<file path="config.mk">
export PLATFORM = sky130hd
export DESIGN_NAME = keyboard_synth_voice
export DESIGN_NICKNAME = d
export VERILOG_FILES = /design/src/hw/rtl/kbsv_pkg.sv /design/src/hw/rtl/kbsv_tone.sv /design/src/hw/rtl/keyboard_synth_voice.sv
export SDC_FILE = /design/constraint.sdc
export NUM_CORES = 1
export LEC_CHECK = 0
export BUFFER_PORTS_ARGS = -buffer_cell sky130_fd_sc_hd__buf_2
export CAP_MARGIN = 10
export CELL_PAD_IN_SITES_DETAIL_PLACEMENT = 1
export CELL_PAD_IN_SITES_GLOBAL_PLACEMENT = 2
export CORE_MARGIN = 2
export CORE_UTILIZATION = 42
export DETAILED_ROUTE_END_ITERATION = 6
export PLACE_DENSITY_LB_ADDON = 0.1
export SYNTH_ARGS = -nofsm -noshare
export SYNTH_HDL_FRONTEND = slang
export SYNTH_SLANG_ARGS = --single-unit
export TNS_END_PERCENT = 100
</file>
<file path="constraint.sdc">
create_clock -name clk_i -period 7.2 [get_ports clk_i]
set_input_delay 0.72 -clock clk_i [delete_from_list [all_inputs] [get_ports clk_i]]
set_output_delay 0.72 -clock clk_i [all_outputs]
set_load 0.01 [all_outputs]
</file>
<file path="src/hw/rtl/kbsv_pkg.sv">
// shared types, constants and helper functions for the keyboard synth voice
package kbsv_pkg;

  localparam int unsigned NumKeysDefault = 12;
  localparam int unsigned NoteW          = 4;
  localparam int unsigned OctW           = 4;
  localparam int unsigned VolW           = 4;
  localparam int unsigned PhaseW         = 32;

  localparam logic [1:0] KIND_SCAN   = 2'd0;
  localparam logic [1:0] KIND_NOTE   = 2'd1;
  localparam logic [1:0] KIND_TICK   = 2'd2;
  localparam logic [1:0] KIND_UNUSED = 2'd3;

  localparam logic OUT_EVENT  = 1'b0;
  localparam logic OUT_SAMPLE = 1'b1;

  localparam logic [7:0] RX_PRESSED  = 8'h50;
  localparam logic [7:0] RX_RELEASED = 8'h52;

  localparam logic [VolW-1:0] VOL_MAX     = 4'd8;
  localparam logic [OctW-1:0] OCTAVE_BASE = 4'd4;
  localparam logic [NoteW-1:0] NOTE_COUNT = 4'd12;

  typedef struct packed {
    logic [1:0]  kind;
    logic [15:0] key_bits;
    logic [7:0]  rx_type;
    logic [3:0]  rx_octave;
    logic [7:0]  rx_note;
  } in_item_t;

  typedef struct packed {
    logic        out_kind;
    logic        event_pressed;
    logic [3:0]  event_octave;
    logic [3:0]  event_note;
    logic        last;
    logic [7:0]  sample;
    logic [3:0]  volume;
  } out_item_t;

  typedef struct packed {
    logic note_we;
    logic tick;
  } tone_ctrl_t;

  typedef enum logic [1:0] {
    KNOB_HOLD,
    KNOB_UP,
    KNOB_DOWN
  } knob_dir_e;

  // quadrature transition {prev, cur} to direction
  function automatic knob_dir_e knob_dir(input logic [3:0] trans);
    knob_dir_e dir;
    case (trans) inside
      4'b0001, 4'b0111, 4'b1110, 4'b1000: dir = KNOB_UP;
      4'b0010, 4'b1011, 4'b1101, 4'b0100: dir = KNOB_DOWN;
      default:                            dir = KNOB_HOLD;
    endcase
    return dir;
  endfunction

  // phase increment per tick at the reference octave
  function automatic logic [PhaseW-1:0] base_step(input logic [NoteW-1:0] note);
    logic [PhaseW-1:0] step;
    case (note)
      4'd0:    step = 32'd51076002;
      4'd1:    step = 32'd54098238;
      4'd2:    step = 32'd57307049;
      4'd3:    step = 32'd60715768;
      4'd4:    step = 32'd64338225;
      4'd5:    step = 32'd68188717;
      4'd6:    step = 32'd72282135;
      4'd7:    step = 32'd76633902;
      4'd8:    step = 32'd81260097;
      4'd9:    step = 32'd86177490;
      4'd10:   step = 32'd91403586;
      4'd11:   step = 32'd96956624;
      default: step = '0;
    endcase
    return step;
  endfunction

endpackage

</file>
<file path="src/hw/rtl/kbsv_tone.sv">
// phase step register, phase accumulator and sawtooth sample generation
module kbsv_tone import kbsv_pkg::*; (
  input  logic                clk_i,
  input  logic                rst_ni,
  input  tone_ctrl_t          ctrl_i,
  input  logic [7:0]          rx_type_i,
  input  logic [OctW-1:0]     rx_octave_i,
  input  logic [7:0]          rx_note_i,
  input  logic [VolW-1:0]     volume_i,
  output logic [7:0]          sample_o
);

  logic [PhaseW-1:0] step_q, step_d;
  logic [PhaseW-1:0] phase_q, phase_d;
  logic [PhaseW-1:0] base;
  logic [PhaseW-1:0] scaled;
  logic              note_ok;
  logic [VolW-1:0]   vol;
  logic [VolW-1:0]   shamt;
  logic [8:0]        biased;
  logic [8:0]        result;

  assign note_ok = (rx_note_i < {4'd0, NOTE_COUNT});
  assign base    = base_step(rx_note_i[NoteW-1:0]);

  always_comb begin
    if (rx_octave_i >= OCTAVE_BASE) begin
      scaled = base << (rx_octave_i - OCTAVE_BASE);
    end else begin
      scaled = base >> (OCTAVE_BASE - rx_octave_i);
    end
  end

  always_comb begin
    step_d = step_q;
    if (ctrl_i.note_we && note_ok) begin
      if (rx_type_i == RX_PRESSED) begin
        step_d = scaled;
      end else if (rx_type_i == RX_RELEASED) begin
        step_d = '0;
      end
    end
  end

  assign phase_d = phase_q + step_q;

  // floor((u - 128) / 2^s) + 128 kept in nine bits
  assign vol     = (volume_i > VOL_MAX) ? VOL_MAX : volume_i;
  assign shamt   = VOL_MAX - vol;
  assign biased  = ({1'b0, phase_d[PhaseW-1 -: 8]} + 9'd128) >> shamt;
  assign result  = biased - (9'd256 >> shamt) + 9'd128;
  assign sample_o = result[7:0];

  always_ff @(posedge clk_i or negedge rst_ni) begin
    if (!rst_ni) begin
      step_q  <= '0;
      phase_q <= '0;
    end else begin
      step_q <= step_d;
      if (ctrl_i.tick) begin
        phase_q <= phase_d;
      end
    end
  end

endmodule

</file>
<file path="src/hw/rtl/keyboard_synth_voice.sv">
// keyboard synth voice top level: key scan, volume knob and sawtooth voice
//
//   channel | signals                          | payload
//   --------+----------------------------------+-------------------
//   in      | in_valid_i / in_ready_o          | in_data_i  (in_item_t)
//   out     | out_valid_o / out_ready_i        | out_data_o (out_item_t)
//   cfg     | cfg_we_i                         | cfg_wdata_i (octave)
//
// one input transaction per cycle while in_ready_o is high; a scan with n changed keys
// holds the pending register for n output transfers, one key event each, lowest first.
// a tick gives one sample via the pending and output registers; note and quiet scans
// give none. rst_ni low async-resets all but pend_q and out_q; octave resets to 4.
// out stalls fill the output register then the pending register, then in_ready_o drops.
module keyboard_synth_voice import kbsv_pkg::*; #(
  parameter int unsigned NumKeys = NumKeysDefault
) (
  input  logic            clk_i,
  input  logic            rst_ni,
  input  logic            in_valid_i,
  output logic            in_ready_o,
  input  in_item_t        in_data_i,
  output logic            out_valid_o,
  input  logic            out_ready_i,
  output out_item_t       out_data_o,
  input  logic            cfg_we_i,
  input  logic [OctW-1:0] cfg_wdata_i
);

  typedef struct packed {
    logic               is_sample;
    logic [NumKeys-1:0] mask;
    logic [NumKeys-1:0] keys;
    logic [OctW-1:0]    octave;
    logic [VolW-1:0]    volume;
    logic [7:0]         sample;
  } pend_t;

  logic [OctW-1:0]    octave_q;
  logic [NumKeys-1:0] prev_keys_q;
  logic [1:0]         prev_knob_q;
  logic               first_scan_q;
  logic [VolW-1:0]    volume_q, volume_d;

  logic               pend_valid_q, pend_valid_d;
  pend_t              pend_q, pend_d;
  logic               out_valid_q, out_valid_d;
  out_item_t          out_q, out_d;

  logic               accept;
  logic               scan_acc;
  logic               tick_acc;
  logic [1:0]         knob_cur;
  logic [NumKeys-1:0] keys;
  logic [NumKeys-1:0] changed;
  knob_dir_e          dir;
  logic [7:0]         tone_sample;
  tone_ctrl_t         tone_ctrl;

  logic               out_load;
  logic               pend_last;
  logic [NumKeys-1:0] mask_rest;
  logic [NumKeys-1:0] low_bit;
  logic [NoteW-1:0]   low_idx;

  assign accept   = in_valid_i && in_ready_o;
  assign scan_acc = accept && (in_data_i.kind == KIND_SCAN);
  assign tick_acc = accept && (in_data_i.kind == KIND_TICK);

  // knob pins are active low
  assign knob_cur = ~in_data_i.key_bits[13:12];
  assign keys     = in_data_i.key_bits[NumKeys-1:0];
  assign changed  = keys ^ prev_keys_q;
  assign dir      = knob_dir({prev_knob_q, knob_cur});

  always_comb begin
    volume_d = volume_q;
    if (scan_acc && !first_scan_q) begin
      if (dir == KNOB_UP && volume_q < VOL_MAX) begin
        volume_d = volume_q + 1'b1;
      end else if (dir == KNOB_DOWN && volume_q != '0) begin
        volume_d = volume_q - 1'b1;
      end
    end
  end

  assign tone_ctrl.note_we = accept && (in_data_i.kind == KIND_NOTE);
  assign tone_ctrl.tick    = tick_acc;

  kbsv_tone u_tone (
    .clk_i       (clk_i),
    .rst_ni      (rst_ni),
    .ctrl_i      (tone_ctrl),
    .rx_type_i   (in_data_i.rx_type),
    .rx_octave_i (in_data_i.rx_octave),
    .rx_note_i   (in_data_i.rx_note),
    .volume_i    (volume_q),
    .sample_o    (tone_sample)
  );

  // pending register drains one key event per output slot
  assign mask_rest = pend_q.mask & (pend_q.mask - 1'b1);
  assign low_bit   = pend_q.mask & ~(pend_q.mask - 1'b1);
  assign pend_last = pend_q.is_sample || (mask_rest == '0);
  assign out_load  = pend_valid_q && (!out_valid_q || out_ready_i);
  assign in_ready_o = !pend_valid_q || (out_load && pend_last);

  always_comb begin
    low_idx = '0;
    for (int k = NumKeys - 1; k >= 0; k--) begin
      if (pend_q.mask[k]) begin
        low_idx = NoteW'(k);
      end
    end
  end

  always_comb begin
    pend_d       = pend_q;
    pend_valid_d = pend_valid_q && !(out_load && pend_last);
    if (out_load && !pend_last) begin
      pend_d.mask = mask_rest;
    end
    if ((scan_acc && changed != '0) || tick_acc) begin
      pend_valid_d     = 1'b1;
      pend_d.is_sample = tick_acc;
      pend_d.mask      = changed;
      pend_d.keys      = keys;
      pend_d.octave    = octave_q;
      pend_d.volume    = tick_acc ? volume_q : volume_d;
      pend_d.sample    = tone_sample;
    end
  end

  always_comb begin
    out_valid_d = out_load || (out_valid_q && !out_ready_i);
    out_d       = out_q;
    if (out_load) begin
      out_d.volume = pend_q.volume;
      if (pend_q.is_sample) begin
        out_d.out_kind      = OUT_SAMPLE;
        out_d.event_pressed = 1'b0;
        out_d.event_octave  = '0;
        out_d.event_note    = '0;
        out_d.last          = 1'b1;
        out_d.sample        = pend_q.sample;
      end else begin
        out_d.out_kind      = OUT_EVENT;
        out_d.event_pressed = ~|(pend_q.keys & low_bit);
        out_d.event_octave  = pend_q.octave;
        out_d.event_note    = low_idx;
        out_d.last          = pend_last;
        out_d.sample        = '0;
      end
    end
  end

  always_ff @(posedge clk_i or negedge rst_ni) begin
    if (!rst_ni) begin
      octave_q     <= OCTAVE_BASE;
      prev_keys_q  <= '0;
      prev_knob_q  <= '0;
      first_scan_q <= 1'b1;
      volume_q     <= VOL_MAX;
      pend_valid_q <= 1'b0;
      out_valid_q  <= 1'b0;
    end else begin
      if (cfg_we_i) begin
        octave_q <= cfg_wdata_i;
      end
      if (scan_acc) begin
        prev_keys_q  <= keys;
        prev_knob_q  <= knob_cur;
        first_scan_q <= 1'b0;
      end
      volume_q     <= volume_d;
      pend_valid_q <= pend_valid_d;
      out_valid_q  <= out_valid_d;
    end
  end

  always_ff @(posedge clk_i) begin
    pend_q <= pend_d;
    out_q  <= out_d;
  end

  assign out_valid_o = out_valid_q;
  assign out_data_o  = out_q;

  a_vol_range: assert property (@(posedge clk_i) disable iff (!rst_ni)
    volume_q <= VOL_MAX)
    else $error("volume above maximum");

  a_pend_work: assert property (@(posedge clk_i) disable iff (!rst_ni)
    pend_valid_q |-> (pend_q.is_sample || pend_q.mask != '0))
    else $error("pending entry without work");

  a_sample_last: assert property (@(posedge clk_i) disable iff (!rst_ni)
    (out_valid_o && out_data_o.out_kind == OUT_SAMPLE) |-> out_data_o.last)
    else $error("sample transaction not flagged last");

  a_first_scan: assert property (@(posedge clk_i) disable iff (!rst_ni)
    $fell(first_scan_q) |-> $past(scan_acc))
    else $error("first scan flag cleared without a scan");

endmodule
</file>
---- After elaboration in Yosys (flattened, before gate mapping) ----
Memories as Yosys holds them, arrays and structs flattened.
Cells that the tools add are included.
word-level totals
  memories ................................ 1
  flip-flop bits (word level) ............. 153
  memory bits (read-only) ................. 432
  output and inout bits ................... 25
memories
  name              words  bits a word  read ports  clocked after Yosys merged registers in  wr ports  RTL line        source
  (name not given)  16     27           1           0                                        0         kbsv_pkg.sv:68  case (note)
operators by class
  add/subtract/negate cells ............... 10
  bitwise operators ....................... 6
  muxes and demuxes ....................... 26
  reduce and logical (&&, ||, !) cells .... 40
  equal/unequal tests ..................... 14
  magnitude comparators ................... 4
  shift-type cells ........................ 4
operators by type and width
  cell                     count
  $mux W32                 3
  $mux W4                  17
  $mux W40                 1
  $and A12 B12 Y12         3
  $add A32 B32 Y32         1
  $shl A32 B4 Y32          1
  $shr A32 B4 Y32          1
  $mux W19                 1
  $eq A4 B4 Y1 const B     4
  $eq A8 B7 Y1 const B     2
  $logic_and A1 B1 Y1      14
  $logic_not A12 Y1        1
  $mux W12                 1
  $not A12 Y12             1
  $reduce_bool A12 Y1      1
  $reduce_or A12 Y1        1
  $sub A12 B1 Y12 const B  1
  $xor A12 B12 Y12         1
  $add A8 B8 Y9 const B    1
  $reduce_or A9 Y1         1
  $shr A9 B4 Y8            1
  $shr A9 B4 Y8 const A    1
  $add A8 B8 Y8 const B    1
  $eq A4 B3 Y1 const B     2
  27 further kinds         42

---- Depth between registers and ports, before layout ----
Gate-level depths: netlist of the first run.
  depth after elaboration ................. 13
  mapped depth ............................ 24
  depth with buffers taken out ............ 22

---- By module ----
From an unflattened synthesis of the first run, not the netlist that was laid out.
unflattened totals
  cells, all modules ...................... 1315
  area, all modules ....................... 12280.5 µm²
by module, submodules not included
  module                cells an instance  seq. area each (µm²)  area each (µm²)  instances
  kbsv_tone             1019               1601.5                8255.4           1
  keyboard_synth_voice  296                2551.2                4025.1           1

---- Worst setup path before layout of the first run ----
Ideal clock, no wire load.
  path type ............................... register to register
  start point ............................. register u_tone.phase_q[22]
  end point ............................... register pend_q[7] (netlist bit) (data pin)
  period minus slack after synthesis ...... 4814 ps
  library setup time ...................... 260 ps
  data arrival time ....................... 4555 ps
  path slack .............................. 2386 ps
  stages on the path, launching flop included .. 23
  buffers on the path ..................... 1
  data required time ...................... 6940 ps
  cell sequence ........................... dfrtp_1 > ha_1 > clkbuf_1 > nand2_1 > or3_1 > nor3_1 > o31a_1 > nor2_1 > or4_1 > o311ai_1 > ha_1 > nand2b_1 > a32o_1 > ha_1 > ha_1 > inv_1 > fa_1 > inv_1 > a21o_1 > a21oi_1 > o21bai_1 > a21oi_1 > xnor2_1
between the ends
  longest elaborated chain between the ends .. 5
ends and longest elaborated chain
  element                       RTL line                     source
  start: declaration            kbsv_tone.sv:14              logic [PhaseW-1:0] phase_q, phase_d;
  start signal: assignment      kbsv_tone.sv:61              phase_q <= phase_d;
  $add A32 B32 Y32              kbsv_tone.sv:45              assign phase_d = phase_q + step_q;
  named net u_tone.phase_d[31]  kbsv_tone.sv:14
  $add A8 B8 Y9                 kbsv_tone.sv:50              assign biased = ({1'b0, phase_d[PhaseW-1 -: 8]} + 9'd128) >> shamt;
  $shr A9 B4 Y8                 kbsv_tone.sv:50
  $sub A8 B8 Y8                 kbsv_tone.sv:51              assign result = biased - (9'd256 >> shamt) + 9'd128;
  $add A8 B8 Y8                 kbsv_tone.sv:51
  named net tone_sample[7]      keyboard_synth_voice.sv:56   logic [7:0] tone_sample;
  end signal: assignment        keyboard_synth_voice.sv:181  pend_q <= pend_d;
  end: declaration              keyboard_synth_voice.sv:45   pend_t pend_q, pend_d;
The timed path passes the listed nets, and every way through them passes these cells.
A chain may end at the register's enable or synchronous reset.

---- Worst setup path after layout of the first run ----
  start point ............................. register u_tone.phase_q[0]
  end point ............................... register pend_q[7] (netlist bit) (data pin)
between the ends
  longest elaborated chain between the ends .. 5
ends and longest elaborated chain
  element                   RTL line
  $add A32 B32 Y32          kbsv_tone.sv:45
  $add A8 B8 Y9             kbsv_tone.sv:50
  $shr A9 B4 Y8             kbsv_tone.sv:50
  $sub A8 B8 Y8             kbsv_tone.sv:51
  $add A8 B8 Y8             kbsv_tone.sv:51
  named net tone_sample[7]  keyboard_synth_voice.sv:56
The timed path passes the listed nets, and every way through them passes these cells.

==> metrics.md, run 1 <==
| Metric | Value |
|---|---|
| Worst path top cell family by delay | `compound AO/OA/AOI/OAI gates` |
| Initial antenna violation count | `1` |
| RSZ-0062 raised after global routing | `false` |
| Hold slack | `0.265 ns` |
| DIE AREA | `30200 µm²` |
| Fin nets | `1473` |
| Drt via density | `5.82` |
| # IOs | `72` |
| Share of flip-flops with an asynchronous set or reset | `58.2%` |
| CTS max path bufs | `2` |
| Fin crit share | `80.3%` |
| Post-synth top area share | `17.8%` |
| CTS clock-pin slew for the worst setup and hold paths | `0.08 ns` |
| WP data required | `7.37 ns` |
| Detailed Route WL | `35200 µm` |
| Hold crit path type | `in -> async` |
| Yosys warns | `0` |
| Synth Cell Area | `12100 µm²` |
| Drt drc | `0` |
| Postcts setup bufs | `0` |
| Starting density of the core | `42.4%` |
| Actual slew at the worst max-slew pin | `1.14 ns` |
| Clk pwr share | `22.3%` |
| Clk Latency, worst-skew pair | `0.43 ns` |
| PostCTS Resize Cnt | `0` |
| Area of the core | `28500 µm²` |
| Detailed Routing Iterations Pass 1 | `5` |
| Worst Setup End Kind | `flop` |
| PortBufs | `69` |
| Post-Syn Instances | `1354` |
| WL per Instance | `20.0 µm` |
| CTS HTree Levels | `4` |
| Top_reg_cell synth | `dfrtp_1` |
| Slowest CP cell | `a221oi_1` |
| Sw Pwr | `1.61 mW` |
| Hold buffers post-CTS | `0` |
| DR vias | `10237` |
| Top-count cell post-synth | `nand2_1` |
| Area leader, netlist | `dfrtp_1` |
| Final setup fails | `0` |
| GRT overflow | `0` |
| Synth unique cells | `86` |
| TritonCTS clock tree | `done` |
| Worst path cell trace | `ha_1, fa_1, a21o_1, a221oi_1, o31ai_1, a21oi_1, o41a_1, xor2_1, a221oi_1, mux2_2, a32o_1, ha_1, ha_1, inv_1, fa_1, inv_1, a21o_1, a21oi_1, o21bai_1, a21oi_1, xnor2_1` |
| Final max-slew violation count | `0` |
| Leakage Power | `5.52 nW` |
| Die Y | `174 µm` |
| Slew margin rel. | `23.9%` |
| Vias in the first global route | `10305` |
| Delay of the slowest cell on the worst path | `0.62 ns` |
| Total track usage | `23.4%` |
| Syn avg cell area | `8.95 µm²` |
| Die width | `174 µm` |
| First-pass GRT wire length | `56700 µm` |
| Worst Path Arrival | `5.95 ns` |
| Seq pwr share | `31.3%` |
| Sw Ratio | `39.6%` |
| Final ANT Viol Nets | `0` |
| Pin count of the biggest net entering global routing | `73` |
| Pwr Total | `4.08 mW` |
| CP Buf/Inv Count | `2` |
| P_int | `2.47 mW` |
| Ratio of cells with drive above 1 in the final layout | `14.4%` |
| Initial DRC count | `655` |
| Post-Syn Nets | `1466` |
| Final Hold Fails | `0` |
| Post-DP HPWL | `26400 µm` |
| MaxCap Viol Count | `0` |
| Layout Area Growth over Synthesis | `9.45%` |
| Yosys reg bits | `153` |
| Setup TNS | `0 ns` |
| Count of flip-flops with a built-in enable after synthesis | `64` |
| Power share of the combinational group | `46.4%` |
| Fmax achieved | `0.173 GHz` |
| Inserted Clock Buffers | `17` |
| Number of diodes | `0` |
| Pwr Density | `308 nW/µm²` |
| Fin crit period | `5.78 ns` |
| Seq/Total Area, Yosys | `34.3%` |
| Final Skew | `0.0218 ns` |
| Crit-path max FO | `5` |
| Critical path launch point type | `flop` |
| Critical path type | `reg -> reg` |
| Clock sinks | `153` |
| Worst vdd ir | `0.000211 V` |
| Status | `finished, final reports clean` |
| Area contributors post-synth | `dfrtp_1, edfxtp_1, ha_1` |
| Root buf cell | `clkbuf_16` |
| Commonest cells post-synth | `nand2_1, nor2_1, o21ai_0` |
| # rows | `62` |
| Placer Congestion | `0.818` |
## placed cells by master (no fill, tap or decap), drive strengths merged, types with 14 or more instances in the layout
master	Yosys	final
xnor2	35	35
nand3	15	15
nor2	116	116
a211oi	27	27
a21o	24	24
o211ai	17	17
mux2i	43	43
o22ai	14	14
a21oi	99	99
a22o	15	15
nand2	148	148
nor3	24	24
o31ai	18	18
ha	63	63
nor2b	17	17
nand2b	21	21
a31oi	19	19
o21ai	103	103
mux4	22	22
mux2	40	40
buf	23	83
inv	42	50
dfrtp	86	86
xor2	26	26
and2	15	15
clkbuf	72	17
edfxtp	64	64
## per-layer routing
| layer | GRT usage (%) | up-vias | wire length [µm] |
|---|---|---|---|
| met2 | 41.6 | 168 | 17900 |
| met5 | 0 | - | 0 |
| met1 | 30.1 | 5008 | 15800 |
| met3 | 2.52 | 36 | 860 |
| met4 | 6.37 | 0 | 694 |
| li1 | - | 5025 | - |
## area by class of cell
type / count / area [µm²]
repair buffers: 83 / 453
well taps: 384 / 480
flip-flops and latches: 153 / 4150
clock inverters: 15 / 155
inverters: 46 / 173
fillers: 3332 / 15300
clock buffers: 17 / 425
multi-input cells: 1060 / 7420
## registers in the layout, indices dropped and copies added (netlist names)
signal          cells
u_tone.phase_q     32
volume_q            4
out_data_o         23
prev_keys_q        12
prev_knob_q         2
pend_q             41
pend_valid_q        1
out_valid_o         1
first_scan_q        1
u_tone.step_q      32
octave_q            4
## cells by family (layout without fill, tap and decap cells)
family | count (synthesis) | in the layout | synth area share, %
buffers and inverters | 141 | 161 | 4.62
adder cells (fa/ha/maj) | 67 | 67 | 7.00
multiplexers | 105 | 105 | 11.4
flip-flops | 153 | 153 | 34.3
AO/OA/AOI/OAI | 417 | 417 | 22.4
AND/OR/NAND/NOR | 410 | 410 | 15.9
XOR/XNOR | 61 | 61 | 4.41
## worst paths after layout
check                                              start                       endpoint  slack [ns]  depth (start not counted)
setup / recovery           u_tone.phase_q[0]$_DFFE_PN0P_            pend_q[7]$_DFFE_PN_        1.42                         21
hold / removal                                    rst_ni  u_tone.phase_q[6]$_DFFE_PN0P_        0.26                          1
setup reg to reg           u_tone.phase_q[0]$_DFFE_PN0P_            pend_q[7]$_DFFE_PN_        1.42                         21
hold reg to reg                      pend_q[9]$_DFFE_PN_        out_data_o[1]$_DFFE_PP_        0.42                          0
max in group asynchronous                         rst_ni  u_tone.step_q[18]$_DFFE_PN0P_        5.84                          2
min in group clk_i                   pend_q[9]$_DFFE_PN_        out_data_o[1]$_DFFE_PP_        0.42                          0
## stage by stage
stage	area (µm²)	std cells	utilization (%)	setup slack (ns)
after CTS	13300	1758	46.4	1.42
final	13300	1758	46.4	1.42
after global routing	13300	1758	46.4	1.02
after floorplan	12100	1354	-	2.39
after detailed placement	12700	1726	44.4	1.53
after global placement	12700	1726	44.4	1.60
## power by group through the flow
stage	Clock [mW]	Sequential (mW)	Combinational, mW
2_1_floorplan	0	1.25	1.48
3_3_place_gp	0	1.29	1.85
3_5_place_dp	0	1.30	1.89
4_1_cts	0.936	1.28	1.92
5_1_grt	0.972	1.30	2.14
6_report	0.911	1.28	1.90
(Power assumes the default switching activity.)
==> inputs of run 2 (changes only) <==
--- a/config.mk
+++ b/config.mk
@@ -5,12 +5,13 @@
 export SDC_FILE = /design/constraint.sdc
 export NUM_CORES = 1
 export LEC_CHECK = 0
+export ABC_AREA = 1
 export BUFFER_PORTS_ARGS = -buffer_cell sky130_fd_sc_hd__buf_2
 export CAP_MARGIN = 10
 export CELL_PAD_IN_SITES_DETAIL_PLACEMENT = 1
 export CELL_PAD_IN_SITES_GLOBAL_PLACEMENT = 2
 export CORE_MARGIN = 2
-export CORE_UTILIZATION = 42
+export CORE_UTILIZATION = 32
 export DETAILED_ROUTE_END_ITERATION = 6
 export PLACE_DENSITY_LB_ADDON = 0.1
 export SYNTH_ARGS = -nofsm -noshare
==> constraint.sdc (replaced) <==
create_clock -name clk_i -period 5.28 [get_ports clk_i]
set_input_delay 0.528 -clock clk_i [delete_from_list [all_inputs] [get_ports clk_i]]
set_output_delay 0.528 -clock clk_i [all_outputs]
set_load 0.01 [all_outputs]
==> metrics.md, run 2 <==
| Metric | Value |
|---|---|
| Fin nets | `2007` |
| Seq pwr share | `31.3%` |
| Detailed Route WL | `41900 µm` |
| Setup TNS | `0 ns` |
| Placer Congestion | `0.855` |
| Status | `finished, final reports clean` |
| Finished Cell Area | `13800 µm²` |
| Leakage Power | `6.93 nW` |
| Clock sinks | `153` |
| Final ANT Viol Nets | `0` |
| # IOs | `72` |
| Synth Cell Area | `12400 µm²` |
| Post-DP HPWL | `33600 µm` |
| Post-synth top area share | `20.9%` |
| Hold slack | `0.115 ns` |
| Worst vdd ir | `0.000244 V` |
| Sw Pwr | `2.36 mW` |
| Placed Area | `13200 µm²` |
| Final Skew | `0.0130 ns` |
| Syn avg cell area | `6.66 µm²` |
| Inserted Clock Buffers | `17` |
| Detailed Routing Iterations Pass 1 | `5` |
| Largest register by flop count | `pend_q` |
| Vias in the first global route | `12871` |
| PostCTS Resize Cnt | `0` |
| MaxCap Viol Count | `0` |
| WP data required | `5.48 ns` |
| Initial antenna violation count | `0` |
| Critical path type | `reg -> reg` |
| Yosys warns | `0` |
| Area of the core | `38400 µm²` |
| Clk pwr share | `21.2%` |
| Count of flip-flops with a built-in enable after synthesis | `64` |
| WL per Instance | `17.3 µm` |
| Area leader, netlist | `nand2_1` |
| Die width | `201 µm` |
| Drt drc | `0` |
| Largest register FFs | `41` |
| R2R setup slack | `0.70 ns` |
| Top_reg_cell synth | `dfrtp_1` |
| CTS clock-pin slew for the worst setup and hold paths | `0.07 ns` |
| Slew margin rel. | `43.3%` |
| CTS HTree Levels | `4` |
| DIE AREA | `40200 µm²` |
| CTS max path bufs | `2` |
| Starting density of the core | `32.2%` |
| Root buf cell | `clkbuf_16` |
| Seq/Total Area, Yosys | `33.6%` |
| Share of flip-flops with an asynchronous set or reset | `58.2%` |
| Crit-path max FO | `6` |
| Sw Ratio | `42.1%` |
| Drt via density | `5.00` |
| Post-Syn Instances | `1856` |
| DR vias | `12122` |
| # rows | `72` |
| Postcts setup bufs | `0` |
| Regs by FF count | `pend_q x41, u_tone.phase_q x32, u_tone.step_q x32` |
| Synth unique cells | `44` |
| GRT overflow | `0` |
| Fmax achieved | `0.218 GHz` |
| RSZ-0062 raised after global routing | `false` |
| Worst Setup End Kind | `flop` |
| Number of diodes | `0` |
| Total track usage | `21.8%` |
| Hold buffers post-CTS | `0` |
| Worst Path Arrival | `4.78 ns` |
| Die Y | `201 µm` |
| Yosys reg bits | `153` |
| Initial DRC count | `685` |
| Hold crit path type | `in -> async` |
| P_int | `3.25 mW` |
| Layout Area Growth over Synthesis | `11.4%` |
| Critical path launch point type | `flop` |
| Top-count cell post-synth | `nand2_1` |
| Fin crit period | `4.58 ns` |
| TritonCTS clock tree | `done` |
| Actual slew at the worst max-slew pin | `0.850 ns` |
| Post-Syn Nets | `1968` |
| Area contributors post-synth | `nand2_1, dfrtp_1, edfxtp_1` |
| Commonest cells post-synth | `nand2_1, nand3_1, inv_1` |
| Ratio of cells with drive above 1 in the final layout | `7.39%` |
| Final Hold Fails | `0` |
| Most common cell after layout, fill and taps aside | `nand2_1` |
| PortBufs | `69` |
| Most frequent cells in the layout | `nand2_1, nand3_1, inv_1` |
| Power share of the combinational group | `47.5%` |
| Pwr Density | `408 nW/µm²` |
| Final setup fails | `0` |
| Util after Layout | `35.9%` |
| # fillers | `4983` |
| First-pass GRT wire length | `69900 µm` |
| Fin crit share | `86.8%` |
| Pin count of the biggest net entering global routing | `62` |
| Clk Latency, worst-skew pair | `0.44 ns` |
| Final max-slew violation count | `0` |
[run 2: layer usage]
metal | GRT usage [%] | share of wire (%)
met1 | 29.7 | 49
met2 | 36.6 | 46
met3 | 2.66 | 2.7
met4 | 5.63 | 1.8
met5 | 0 | 0
[run 2: critical path, stage by stage (launching register included)]
cell     delay, ns
dfrtp_1       0.40
ha_1          0.41
nand2_1       0.13
nor2_1        0.20
nand2_1       0.11
nor4_1        0.29
nand2_1       0.17
nand2_1       0.12
nand2_1       0.07
nand2_1       0.09
inv_1         0.05
ha_1          0.28
inv_1         0.08
nand2_1       0.05
nand2_1       0.09
o21ai_0       0.10
ha_1          0.30
ha_1          0.14
inv_1         0.06
fa_1          0.39
o21ai_0       0.33
nand2_1       0.09
nand2_1       0.07
a21oi_1       0.06
xor2_1        0.15
xor2_1        0.14
[run 2: final timing paths]
check | to | start | depth (start not counted)
worst max-delay path | pend_q[7]$_DFFE_PN_ | u_tone.step_q[26]$_DFFE_PN0P_ | 25
worst min-delay path | u_tone.step_q[24]$_DFFE_PN0P_ | rst_ni | 1
worst max register to register | pend_q[7]$_DFFE_PN_ | u_tone.step_q[26]$_DFFE_PN0P_ | 25
worst min register to register | out_data_o[0]$_DFFE_PP_ | pend_q[8]$_DFFE_PN_ | 0
max in group asynchronous | u_tone.phase_q[14]$_DFFE_PN0P_ | rst_ni | 2
min in group clk_i | pend_q[21]$_DFFE_PN_ | in_data_i[25] | 1
[run 2: final cells by class]
type | count | area [µm²] | share of cell area [%]
inverters | 196 | 736 | 5.34
multi-input cells | 1439 | 7180 | 52.2
well taps | 518 | 648 | 4.71
repair buffers | 88 | 490 | 3.56
flip-flops and latches | 153 | 4150 | 30.2
clock buffers | 19 | 443 | 3.22
clock inverters | 13 | 118 | 0.854
[run 2: power by group through the flow]
stage	sequential [mW]	clock (mW)	combinational [mW]
6_report	1.76	1.19	2.67
5_1_grt	1.79	1.28	3.08
4_1_cts	1.76	1.22	2.70
3_5_place_dp	1.78	0	2.66
3_3_place_gp	1.77	0	2.60
2_1_floorplan	1.76	0	1.95
[run 2: cell families (layout without fill, tap and decap cells)]
| group | Yosys count | count (layout) | share of synthesized area, % |
|---|---|---|---|
| buffers and inverters | 264 | 316 | 8.34 |
| adder cells (fa/ha/maj) | 65 | 65 | 6.70 |
| AO/OA/AOI/OAI | 199 | 199 | 8.96 |
| multiplexers | 4 | 4 | 0.364 |
| XOR/XNOR | 51 | 51 | 3.61 |
| AND/OR/NAND/NOR | 1120 | 1120 | 38.4 |
| flip-flops | 153 | 153 | 33.6 |
[run 2: stage by stage]
stage | power (mW) | worst slack (ns) | cells
global route | 6.14 | 0.249 | 2426
CTS | 5.68 | 0.648 | 2426
floorplan | 3.70 | 1.23 | 1856
finish | 5.61 | 0.696 | 2426
detailed placement | 4.44 | 0.647 | 2394
global placement | 4.37 | 0.677 | 2394
